`src/sv/tssd_pkg.sv`:
```
// Package for the temperature seven-segment display block.
// Holds the shared types, constants and segment/fraction tables.
// No dependencies; imported by every module of the block.
package tssd_pkg;

   localparam int DIGITS       = 6;
   localparam int POS_W        = 3;
   localparam int SEG_W        = 8;
   localparam int RAW_W        = 12;
   localparam int DWELL_W      = 16;

   localparam logic [SEG_W-1:0]   SIGN_PATTERN = 8'h40;
   localparam logic [SEG_W-1:0]   POINT_BIT    = 8'h80;
   localparam logic [SEG_W-1:0]   SEG_BLANK    = 8'h00;
   localparam logic [DWELL_W-1:0] DWELL_RESET  = 16'd100;

   localparam logic KIND_SAMPLE = 1'b0;
   localparam logic KIND_TICK   = 1'b1;

   typedef logic [DIGITS-1:0][SEG_W-1:0] disp_array_type;

   typedef struct packed {
      logic valid;
      logic kind;
   } stage_ctl_type;

   // Common-cathode pattern for one decimal digit.
   function automatic logic [SEG_W-1:0] seg_of(input logic [3:0] d);
      logic [SEG_W-1:0] s;
      unique case (d)
         4'd0:    s = 8'h3f;
         4'd1:    s = 8'h06;
         4'd2:    s = 8'h5b;
         4'd3:    s = 8'h4f;
         4'd4:    s = 8'h66;
         4'd5:    s = 8'h6d;
         4'd6:    s = 8'h7d;
         4'd7:    s = 8'h07;
         4'd8:    s = 8'h7f;
         4'd9:    s = 8'h6f;
         default: s = SEG_BLANK;
      endcase
      return s;
   endfunction

   // Hundredths of a degree for a sixteenths nibble, floor((25*f+2)/4),
   // as {tenths, hundredths}.
   function automatic logic [7:0] frac_digits(input logic [3:0] f);
      logic [7:0] r;
      unique case (f)
         4'd0:    r = 8'h00;
         4'd1:    r = 8'h06;
         4'd2:    r = 8'h13;
         4'd3:    r = 8'h19;
         4'd4:    r = 8'h25;
         4'd5:    r = 8'h31;
         4'd6:    r = 8'h38;
         4'd7:    r = 8'h44;
         4'd8:    r = 8'h50;
         4'd9:    r = 8'h56;
         4'd10:   r = 8'h63;
         4'd11:   r = 8'h69;
         4'd12:   r = 8'h75;
         4'd13:   r = 8'h81;
         4'd14:   r = 8'h88;
         default: r = 8'h94;
      endcase
      return r;
   endfunction

endpackage

```
`src/sv/tssd_decode.sv`:
```
// Sample decoder: turns a raw reading into the display byte array.
// Depends on tssd_pkg (tables, widths, display array type).
module tssd_decode (
   input  logic [tssd_pkg::RAW_W-1:0] raw_temp,
   output tssd_pkg::disp_array_type   disp_bytes
);
   import tssd_pkg::*;

   logic              neg;
   logic [RAW_W-1:0]  mag;
   logic [7:0]        whole;
   logic              hund;
   logic [6:0]        rem7;
   logic [14:0]       prod;
   logic [3:0]        tens;
   logic [3:0]        units;
   logic [7:0]        frac;

   // Integer degrees are mag/16 exactly; the sixteenths nibble gives
   // the hundredths through a small table.
   always_comb begin
      neg   = raw_temp[RAW_W-1];
      mag   = neg ? RAW_W'(13'h1000 - 13'(raw_temp)) : raw_temp;
      whole = mag[RAW_W-1:4];
      hund  = (whole >= 8'd100);
      rem7  = hund ? 7'(whole - 8'd100) : whole[6:0];
      prod  = 15'(rem7) * 15'd205;
      tens  = prod[14:11];
      units = 4'(rem7 - 7'(tens) * 7'd10);
      frac  = frac_digits(mag[3:0]);
   end

   always_comb begin
      for (int i = 0; i < DIGITS; i++) begin
         disp_bytes[i] = SEG_BLANK;
      end
      disp_bytes[0] = neg ? SIGN_PATTERN : SEG_BLANK;
      disp_bytes[1] = seg_of({3'b000, hund});
      disp_bytes[2] = seg_of(tens);
      disp_bytes[3] = seg_of(units) | POINT_BIT;
      disp_bytes[4] = seg_of(frac[7:4]);
      disp_bytes[5] = seg_of(frac[3:0]);
   end

endmodule

```
`src/sv/tssd_scan.sv`:
```
// Scan engine: display store, dwell/blank sequencing and result register.
// Depends on tssd_pkg (types, constants).
module tssd_scan (
   input  logic                            clock,
   input  logic                            reset,
   input  logic                            csr_we,
   input  logic [tssd_pkg::DWELL_W-1:0]    csr_wdata,
   input  tssd_pkg::stage_ctl_type         stage,
   input  tssd_pkg::disp_array_type        new_bytes,
   output logic                            stage_ready,
   output logic                            out_valid,
   input  logic                            out_ready,
   output logic [tssd_pkg::POS_W-1:0]      out_select,
   output logic [tssd_pkg::SEG_W-1:0]      out_segments
);
   import tssd_pkg::*;

   logic [DWELL_W-1:0] dwell_ticks_ff;
   disp_array_type     disp_ff;
   logic [POS_W-1:0]   pos_ff, pos_in;
   logic [DWELL_W-1:0] dwell_count_ff, dwell_count_in;
   logic               blank_ff, blank_in;
   logic               out_valid_ff, out_valid_in;
   logic [POS_W-1:0]   sel_ff;
   logic [SEG_W-1:0]   seg_ff;

   logic               fire;
   logic               fire_tick;
   logic [DWELL_W-1:0] dwell_limit;
   logic [DWELL_W-1:0] count_inc;

   assign fire        = stage.valid && (stage.kind == KIND_SAMPLE || !out_valid_ff || out_ready);
   assign fire_tick   = fire && (stage.kind == KIND_TICK);
   assign stage_ready = !stage.valid || fire;
   assign dwell_limit = (dwell_ticks_ff == '0) ? DWELL_W'(1) : dwell_ticks_ff;
   assign count_inc   = dwell_count_ff + DWELL_W'(1);

   always_comb begin
      pos_in         = pos_ff;
      dwell_count_in = dwell_count_ff;
      blank_in       = blank_ff;
      if (fire_tick) begin
         if (blank_ff) begin
            blank_in = 1'b0;
            pos_in   = (pos_ff == POS_W'(DIGITS - 1)) ? '0 : pos_ff + POS_W'(1);
         end else if (count_inc >= dwell_limit) begin
            dwell_count_in = '0;
            blank_in       = 1'b1;
         end else begin
            dwell_count_in = count_inc;
         end
      end
   end

   assign out_valid_in = fire_tick ? 1'b1 : (out_ready ? 1'b0 : out_valid_ff);

   always_ff @(posedge clock) begin
      if (reset) begin
         dwell_ticks_ff <= DWELL_RESET;
         disp_ff        <= '0;
         pos_ff         <= '0;
         dwell_count_ff <= '0;
         blank_ff       <= 1'b0;
         out_valid_ff   <= 1'b0;
      end else begin
         if (csr_we) begin
            dwell_ticks_ff <= csr_wdata;
         end
         if (fire && stage.kind == KIND_SAMPLE) begin
            disp_ff <= new_bytes;
         end
         pos_ff         <= pos_in;
         dwell_count_ff <= dwell_count_in;
         blank_ff       <= blank_in;
         out_valid_ff   <= out_valid_in;
      end
   end

   always_ff @(posedge clock) begin
      if (fire_tick) begin
         sel_ff <= pos_ff;
         seg_ff <= blank_ff ? SEG_BLANK : disp_ff[pos_ff];
      end
   end

   assign out_valid    = out_valid_ff;
   assign out_select   = sel_ff;
   assign out_segments = seg_ff;

   a_pos_range: assert property (@(posedge clock) disable iff (reset)
      pos_ff <= POS_W'(DIGITS - 1))
      else $error("scan position beyond last digit");

   a_blank_dark: assert property (@(posedge clock) disable iff (reset)
      fire_tick && blank_ff |=> out_segments == SEG_BLANK)
      else $error("blank tick produced lit segments");

   a_count_bound: assert property (@(posedge clock) disable iff (reset)
      fire_tick && !blank_ff |=> dwell_count_ff < $past(dwell_limit))
      else $error("dwell count reached its limit without blanking");

   a_sample_keeps_scan: assert property (@(posedge clock) disable iff (reset)
      fire && stage.kind == KIND_SAMPLE |=> $stable(pos_ff) && $stable(blank_ff))
      else $error("sample word disturbed the scan state");

endmodule

```
`src/sv/temperature_seven_segment_display.sv`:
```
// Temperature seven-segment display: top level, input register and ports.
// A tick word passes the input register, then the result register; a sample word
// updates the display store and yields no result. Throughput: one word per cycle unless
// rsp_tready holds off a tick word, set by the input register feeding the result register.
// Reset (synchronous, active high) blanks the display store, restarts the scan at
// position 0 and sets dwell_ticks to 100. Depends on tssd_pkg, tssd_decode, tssd_scan.
module temperature_seven_segment_display (
   input  logic        clock,
   input  logic        reset,
   // configuration: dwell_ticks
   input  logic        csr_we,
   input  logic [15:0] csr_wdata,
   // request stream
   input  logic        req_tvalid,
   output logic        req_tready,
   input  logic [15:0] req_tdata,   // [11:0] raw_temp, [15:12] zero
   input  logic        req_tuser,   // [0] kind
   // response stream
   output logic        rsp_tvalid,
   input  logic        rsp_tready,
   output logic [15:0] rsp_tdata    // [2:0] digit_select, [10:3] segments, [15:11] zero
);
   import tssd_pkg::*;

   // input register: one word waiting for the single processing pass
   logic              in_valid_ff, in_valid_in;
   logic              in_kind_ff;
   logic [RAW_W-1:0]  in_raw_ff;

   logic              req_fire;
   logic              stage_ready;
   stage_ctl_type     stage;
   disp_array_type    new_bytes;
   logic [POS_W-1:0]  out_select;
   logic [SEG_W-1:0]  out_segments;

   // accept a new word when the register is empty or the held one leaves in this cycle
   assign req_tready  = stage_ready;
   assign req_fire    = req_tvalid && req_tready;
   assign in_valid_in = req_fire || (in_valid_ff && !stage_ready);

   always_ff @(posedge clock) begin
      if (reset) begin
         in_valid_ff <= 1'b0;
      end else begin
         in_valid_ff <= in_valid_in;
      end
   end

   // payload needs no reset; load only on accept
   always_ff @(posedge clock) begin
      if (req_fire) begin
         in_kind_ff <= req_tuser;
         in_raw_ff  <= req_tdata[RAW_W-1:0];
      end
   end

   assign stage.valid = in_valid_ff;
   assign stage.kind  = in_kind_ff;

   // decode the held reading into display bytes (used only for sample words)
   tssd_decode u_decode (
      .raw_temp   (in_raw_ff),
      .disp_bytes (new_bytes)
   );

   // scan sequencing, display store and result register
   tssd_scan u_scan (
      .clock        (clock),
      .reset        (reset),
      .csr_we       (csr_we),
      .csr_wdata    (csr_wdata),
      .stage        (stage),
      .new_bytes    (new_bytes),
      .stage_ready  (stage_ready),
      .out_valid    (rsp_tvalid),
      .out_ready    (rsp_tready),
      .out_select   (out_select),
      .out_segments (out_segments)
   );

   // pack the result word, digit_select in the lowest bits
   assign rsp_tdata = {5'b00000, out_segments, out_select};

endmodule

```
`config.mk`:
```
export PLATFORM = sky130hd
export DESIGN_NAME = temperature_seven_segment_display
export DESIGN_NICKNAME = d
export VERILOG_FILES = /design/src/sv/tssd_pkg.sv /design/src/sv/tssd_decode.sv /design/src/sv/tssd_scan.sv /design/src/sv/temperature_seven_segment_display.sv
export SDC_FILE = /design/constraint.sdc
export NUM_CORES = 1
export LEC_CHECK = 0
export BUFFER_PORTS_ARGS = -buffer_cell sky130_fd_sc_hd__buf_2
export CAP_MARGIN = 10
export CORE_UTILIZATION = 47
export CTS_BUF_LIST = sky130_fd_sc_hd__clkbuf_16
export DETAILED_ROUTE_END_ITERATION = 16
export GPL_ROUTABILITY_DRIVEN = 0
export GPL_TIMING_DRIVEN = 0
export PLACE_DENSITY = 0.68
export SKIP_CTS_REPAIR_TIMING = 1
export SLEW_MARGIN = 20
export SYNTH_ARGS = -nofsm -noshare
export SYNTH_HDL_FRONTEND = slang
export SYNTH_SLANG_ARGS = --single-unit
```
`constraint.sdc`:
```
create_clock -name clock -period 7.1 [get_ports clock]
set_input_delay 1.065 -clock clock [delete_from_list [all_inputs] [get_ports clock]]
set_output_delay 1.065 -clock clock [all_outputs]
set_load 0.01 [all_outputs]
```
* Yosys cells after proc, flatten, opt, wreduce, memory -nomap -nowiden
Memories as Yosys holds them, arrays and structs flattened. A register that Yosys moved wholly into a read port is not among the register bits. Index checks and enable logic that the tools add are counted.
Operators by class: add/sub/neg operators 5, $lt $le $gt $ge 3, equal/unequal tests 1, multipliers 2, bitwise gates (word level) 3, reductions and logical operators 16, muxes and demuxes 13
Operator list (count):
- 16-bit two-way mux | 2
- 8-bit binary-select mux with 3-bit select | 1
- 16-bit by 1-bit adder with 16-bit output, second input constant | 1
- 16-bit greater-or-equal comparator | 1
- 16-bit logical NOT | 1
- 8-bit case mux with 2 select lines | 1
- 7-bit by 8-bit multiplier with 15-bit output, second input constant | 1
- 7-bit two-way mux | 2
- 12-bit two-way mux | 1
- 1-bit by 12-bit subtractor with 12-bit output, first input constant | 1
- 8-bit by 7-bit greater-or-equal comparator with 1-bit output, second input constant | 1
- 8-bit two-way mux | 1
- 7-bit subtractor, second input constant | 1
- 1-bit logical AND | 5
- 1-bit logical OR | 4
- 3-bit by 4-bit less-than comparator with 1-bit output, second input constant | 1
- 4-bit by 3-bit multiplier with 3-bit output, second input constant | 1
- 1-bit two-way mux | 4
- 2-bit AND reduction | 2
- 4-bit subtractor | 1
- 3-bit by 1-bit adder with 3-bit output, second input constant | 1
- 3-bit == test, second input constant | 1
- 1-bit logical NOT | 3
- 3-bit two-way mux | 1
- other kinds (2) | 4
Storage, ports and cells: memories kept 5, register bits after elaboration 110, output and inout bits 18, bits in read-only memories 576, bits of input ports 38, word-level logic and storage cells 64
Memory list:
- (no name shown) | depth 16, bits a word 8, rd ports 1, clocked after Yosys merged registers in 0, write ports 0, line tssd_pkg.sv:50 | unique case (f)
- (no name shown) | depth 16, bits a word 7, rd ports 1, clocked after Yosys merged registers in 1, write ports 0, line tssd_pkg.sv:30 | unique case (d)
- (no name shown) | depth 16, bits a word 7, rd ports 1, clocked after Yosys merged registers in 1, write ports 0, line tssd_pkg.sv:30
- (no name shown) | depth 16, bits a word 7, rd ports 1, clocked after Yosys merged registers in 1, write ports 0, line tssd_pkg.sv:30
- (no name shown) | depth 16, bits a word 7, rd ports 1, clocked after Yosys merged registers in 1, write ports 0, line tssd_pkg.sv:30

* Logic depth before layout (Yosys ltp)
depth in word-level cells 8, depth in mapped cells 34, mapped depth without buffers 33

* Cells and area by module
A second synthesis with hierarchy kept.
Second synthesis, totals: cell total of the unflattened synthesis 838, area total of the unflattened synthesis 7315.8 um^2
By module, submodules not included:
- tssd_scan | cells each 510, instances 1, seq. area each 2031.9 um^2, area each 4463.0 um^2
- tssd_decode | cells each 305, instances 1, seq. area each 0.0 um^2, area each 2379.8 um^2
- temperature_seven_segment_display | cells each 23, instances 1, seq. area each 410.4 um^2, area each 473.0 um^2

* Worst setup path after synthesis
No wires, ideal clock.
kind register to register, from register in_raw_ff[0], to register u_scan.disp_ff[30] in the netlist's numbering, clock period less this slack 7.508 ns, data required time 7.004 ns, cell stages (with the launch flop) 34, buffers on the path 1, setup time 0.096 ns, setup slack -0.408 ns, arrival 7.413 ns, cell sequence edfxtp_1 -> buf_2 -> clkinv_1 -> ha_1 -> or4b_4 -> o21ai_2 -> xnor2_1 -> inv_1 -> ha_1 -> nand2_1 -> mux2i_1 -> a21o_1 -> or2b_1 -> nand2_1 -> xnor2_1 -> inv_1 -> ha_1 -> ha_1 -> fa_1 -> fa_1 -> ha_1 -> and4_1 -> nand2_1 -> a2111oi_0 -> a211o_1 -> nand2_1 -> o211a_1 -> ha_1 -> fa_1 -> xor2_1 -> xnor3_2 -> nor2_1 -> o21ai_1 -> o41ai_2
On the way: cells in the longest elaborated chain, start to end 7, elaborated cells on any way between the ends 8, those cells by class add/sub (3); mul (2); order compare (1); mux (2)
Ends and longest elaborated chain:
- start, declared | line temperature_seven_segment_display.sv:28 | logic [RAW_W-1:0] in_raw_ff;
- start signal, assigned | line temperature_seven_segment_display.sv:54 | in_raw_ff <= req_tdata[RAW_W-1:0];
- 1-bit by 12-bit subtractor with 12-bit output * | line tssd_decode.sv:23 | mag = neg ? RAW_W'(13'h1000 - 13'(raw_temp)) : raw_temp;
- 12-bit two-way mux * | line tssd_decode.sv:23
- 7-bit subtractor / 8-bit by 7-bit greater-or-equal comparator with 1-bit output (equally long branches) | line tssd_decode.sv:26, tssd_decode.sv:25
- 7-bit two-way mux * | line tssd_decode.sv:26 | rem7 = hund ? 7'(whole - 8'd100) : whole[6:0];
- 7-bit by 8-bit multiplier with 15-bit output | line tssd_decode.sv:27 | prod = 15'(rem7) * 15'd205;
- 4-bit by 3-bit multiplier with 3-bit output | line tssd_decode.sv:29 | units = 4'(rem7 - 7'(tens) * 7'd10);
- 4-bit subtractor * | line tssd_decode.sv:29
- end, declared | line tssd_scan.sv:19 | disp_array_type disp_ff;
Every way passes the cells marked *; elsewhere a longest branch is shown, timed or not. A chain may end at the register's enable or synchronous reset.

* Worst setup path after layout
from register in_raw_ff[1], to register u_scan.disp_ff[28] in the netlist's numbering
Same word-level chain as after synthesis.

==> impl_metrics.tcl <==
set metrics [dict create \
    outcome "finished, violations left" \
    violations "setup timing" \
    async_flop_share 0 \
    grt.overflow.total 0 \
    drtPass1Iterations 6 \
    cts_tree "built" \
    fin_cells 1032 \
    cap_violations 0 \
    drcViolationCount 0 \
    whs_path_depth 0 \
    cts_buffer_depth 2 \
    cp_slowest_cell "fa_1" \
    grt_usage 0.2250 \
    wl_met1_um 7571 \
    ys.warnings.count 0 \
    highest_layer "met4" \
    worstPathBufferInverterCount 4 \
    portBuffers 45 \
    rsz0062_at_grt "true" \
    max-vdd-ir-drop_uv 282.7 \
    cts.sinks 93 \
    reg2reg_slack_ps -250 \
    dpl-instance-area_um2 7122 \
    antenna_found_initial 0 \
    ant_nets 0 \
    ys_seq_elements 93 \
    dp.cells 977 \
    min-delay-start "u_scan.pos_ff[0]" \
    max-slew-margin-rel 0.5180 \
    hold_path.class "flip-flop to flip-flop" \
    cpPeakStageDelay_ps 520 \
    worstMarginPinSlew_ps 723.0 \
    synth_edf_count 24 \
    worst_ep_required_time_ps 7390 \
    drt-total-wl_um 16890 \
    wire_per_inst_um 16.36 \
    fillCellCount 1128 \
    drtIter0Drc 424 \
    nNetsFinal 963 \
    clock.fmax_mhz 136.1 \
    mostFrequentLayoutCell "dfxtp_1" \
    p_leak_nw 3.544 \
    wl_met3_um 877 \
    slew_viol_final 0 \
    dp_hpwl_um 12130 \
    start_kind "flip-flop" \
    grt_max_degree 16 \
    reg2reg_from "in_raw_ff[1]" \
    post-route-min-period_ps 7348 \
    drive_gt1_frac 0.2220 \
    end_kind "flip-flop" \
    numCtsBuffers 9 \
    fin_crit_sh 1.035 \
    crit_path_frequent_cell "ha_4" \
    htreeDepth 3 \
    n_antenna_cell 0 \
    placementRows 42 \
    final_design_area_no_fill_um2 8222 \
    grt_pass1_vias 5397 \
    insertion_delay_ps 360 \
    post-place-ws_ps -807.7 \
    syn_area_per_cell_um2 8.775 \
    synth_ff_type "dfxtp_1" \
    powerDensity_nw_per_um2 380.8 \
    setup_viol 9 \
    root_buffer "clkbuf_16" \
    r2r_end "u_scan.disp_ff[28]" \
    postSynthCellCount 752 \
    grt_pass1_wl_um 25930 \
    crit_path_max_fanout 5 \
    mappedNetlistArea_um2 6599 \
    syn2layout_area_growth_pct 24.59 \
    min_to "u_scan.out_select[0]" \
    cp_top_family "adder cells" \
    critPathKind "flip-flop to flip-flop" \
    core_um2 13450 \
    ys_types 76 \
    initial_core_util 0.4905 \
    r2r_cells 32 \
    clkTransAtPathRegs_ps 60 \
    vias_per_cell 5.758 \
    fin_ws_ps -248.3 \
    ys_seq_area_frac 0.3185 \
    hold_viol 0 \
    most-common-layout-cells "69 x dfxtp_1, 64 x nor2_1, 60 x nand2_1, 54 x ha_1, 46 x buf_2" \
    die_area_um2 14520 \
    num_vias 5942 \
    chipWidth_um 120.5 \
    wl_met2_um 8069 \
    boundaryPins 56 \
    die_h_um 120.5 \
    crit_arrival_ps 7640 \
    fin_worst_skew_ps 13.78 \
]
==> synth_stat cells, types with 19 or more instances <==
library cell / instances / area [um2]
dfxtp_1: 69 / 1381
ha_1: 65 / 813.3
nor2_1: 65 / 244.0
nand2_1: 64 / 240.2
a21oi_1: 49 / 245.2
inv_1: 47 / 176.4
xnor2_1: 27 / 236.5
o21ai_0: 25 / 125.1
edfxtp_1: 24 / 720.7
nor3_1: 24 / 120.1
clkbuf_1: 23 / 86.33
mux2i_1: 20 / 200.2
nand3_1: 19 / 95.09
==> metal layers <==
metal / global-route usage / up-vias
li1: - / 2914
met1: 0.2945 / 2825
met2: 0.3653 / 167
met3: 0.05047 / 36
met4: 0.07716 / 0
met5: 0 / -
==> worst max path at each step <==
stage | depth (start not counted) | to | startpoint | slack (ps)
after floorplan | 32 | u_scan.disp_ff[25] | in_raw_ff[0] | -20
after global placement | 33 | u_scan.disp_ff[25] | in_raw_ff[0] | -600
after detailed placement | 30 | u_scan.disp_ff[25] | in_raw_ff[5] | -810
after CTS | 27 | u_scan.disp_ff[25] | in_raw_ff[5] | -870
after global routing | 33 | u_scan.disp_ff[25] | in_raw_ff[1] | -470
final | 32 | u_scan.disp_ff[28] | in_raw_ff[1] | -250
==> state kept, by name (all words and copies together), names as in the netlist, named ones only <==
signal and cells:
in_kind_ff 1, in_raw_ff 12, u_scan.blank_ff 1, u_scan.disp_ff 31, u_scan.dwell_count_ff 16, u_scan.dwell_ticks_ff 16, u_scan.out_segments 8, u_scan.out_select 3
u_scan.out_valid 1, u_scan.pos_ff 3
==> cells by family after synthesis <==
group,count (synthesis),share of synthesized area
simple gates,239,0.1748
xor+xnor,39,0.05404
mux,24,0.03716
buf+inv,91,0.05631
other cells,1,0.0005683
fa+ha+maj,74,0.1505
flops,93,0.3185
compound gates,191,0.2080
==> layout make-up <==
cell class	count	area (um2)	area share
plain buffers	39	182.7	0.02222
clock buffers	10	250.2	0.03044
clock inverters	6	30.03	0.003652
inverters	51	214.0	0.02602
multi-input cells	573	4673	0.5684
flip-flops and latches	93	2102	0.2557
well taps	176	220.2	0.02678
repair buffers	84	549.3	0.06681
==> report_power, final <==
group          internal (mW)  total [mW]  switching, mW
sequential             0.579       0.607         0.0277
combinational          0.990        2.07           1.08
clock                  0.255       0.452          0.197
==> through the flow <==
step	util	power (mW)	hold slack (ps)	TNS (ps)
final	0.6111	3.131	445.9	-1512
after global routing	0.6111	3.352	465.4	-4555
after CTS	0.5502	2.423	451.7	-8346
after detailed placement	0.5294	1.962	436.1	-7801
after global placement	0.5294	1.898	414.3	-4524
after floorplan	-	1.674	406.4	-27.97
Power figures use the tool's default switching activity.
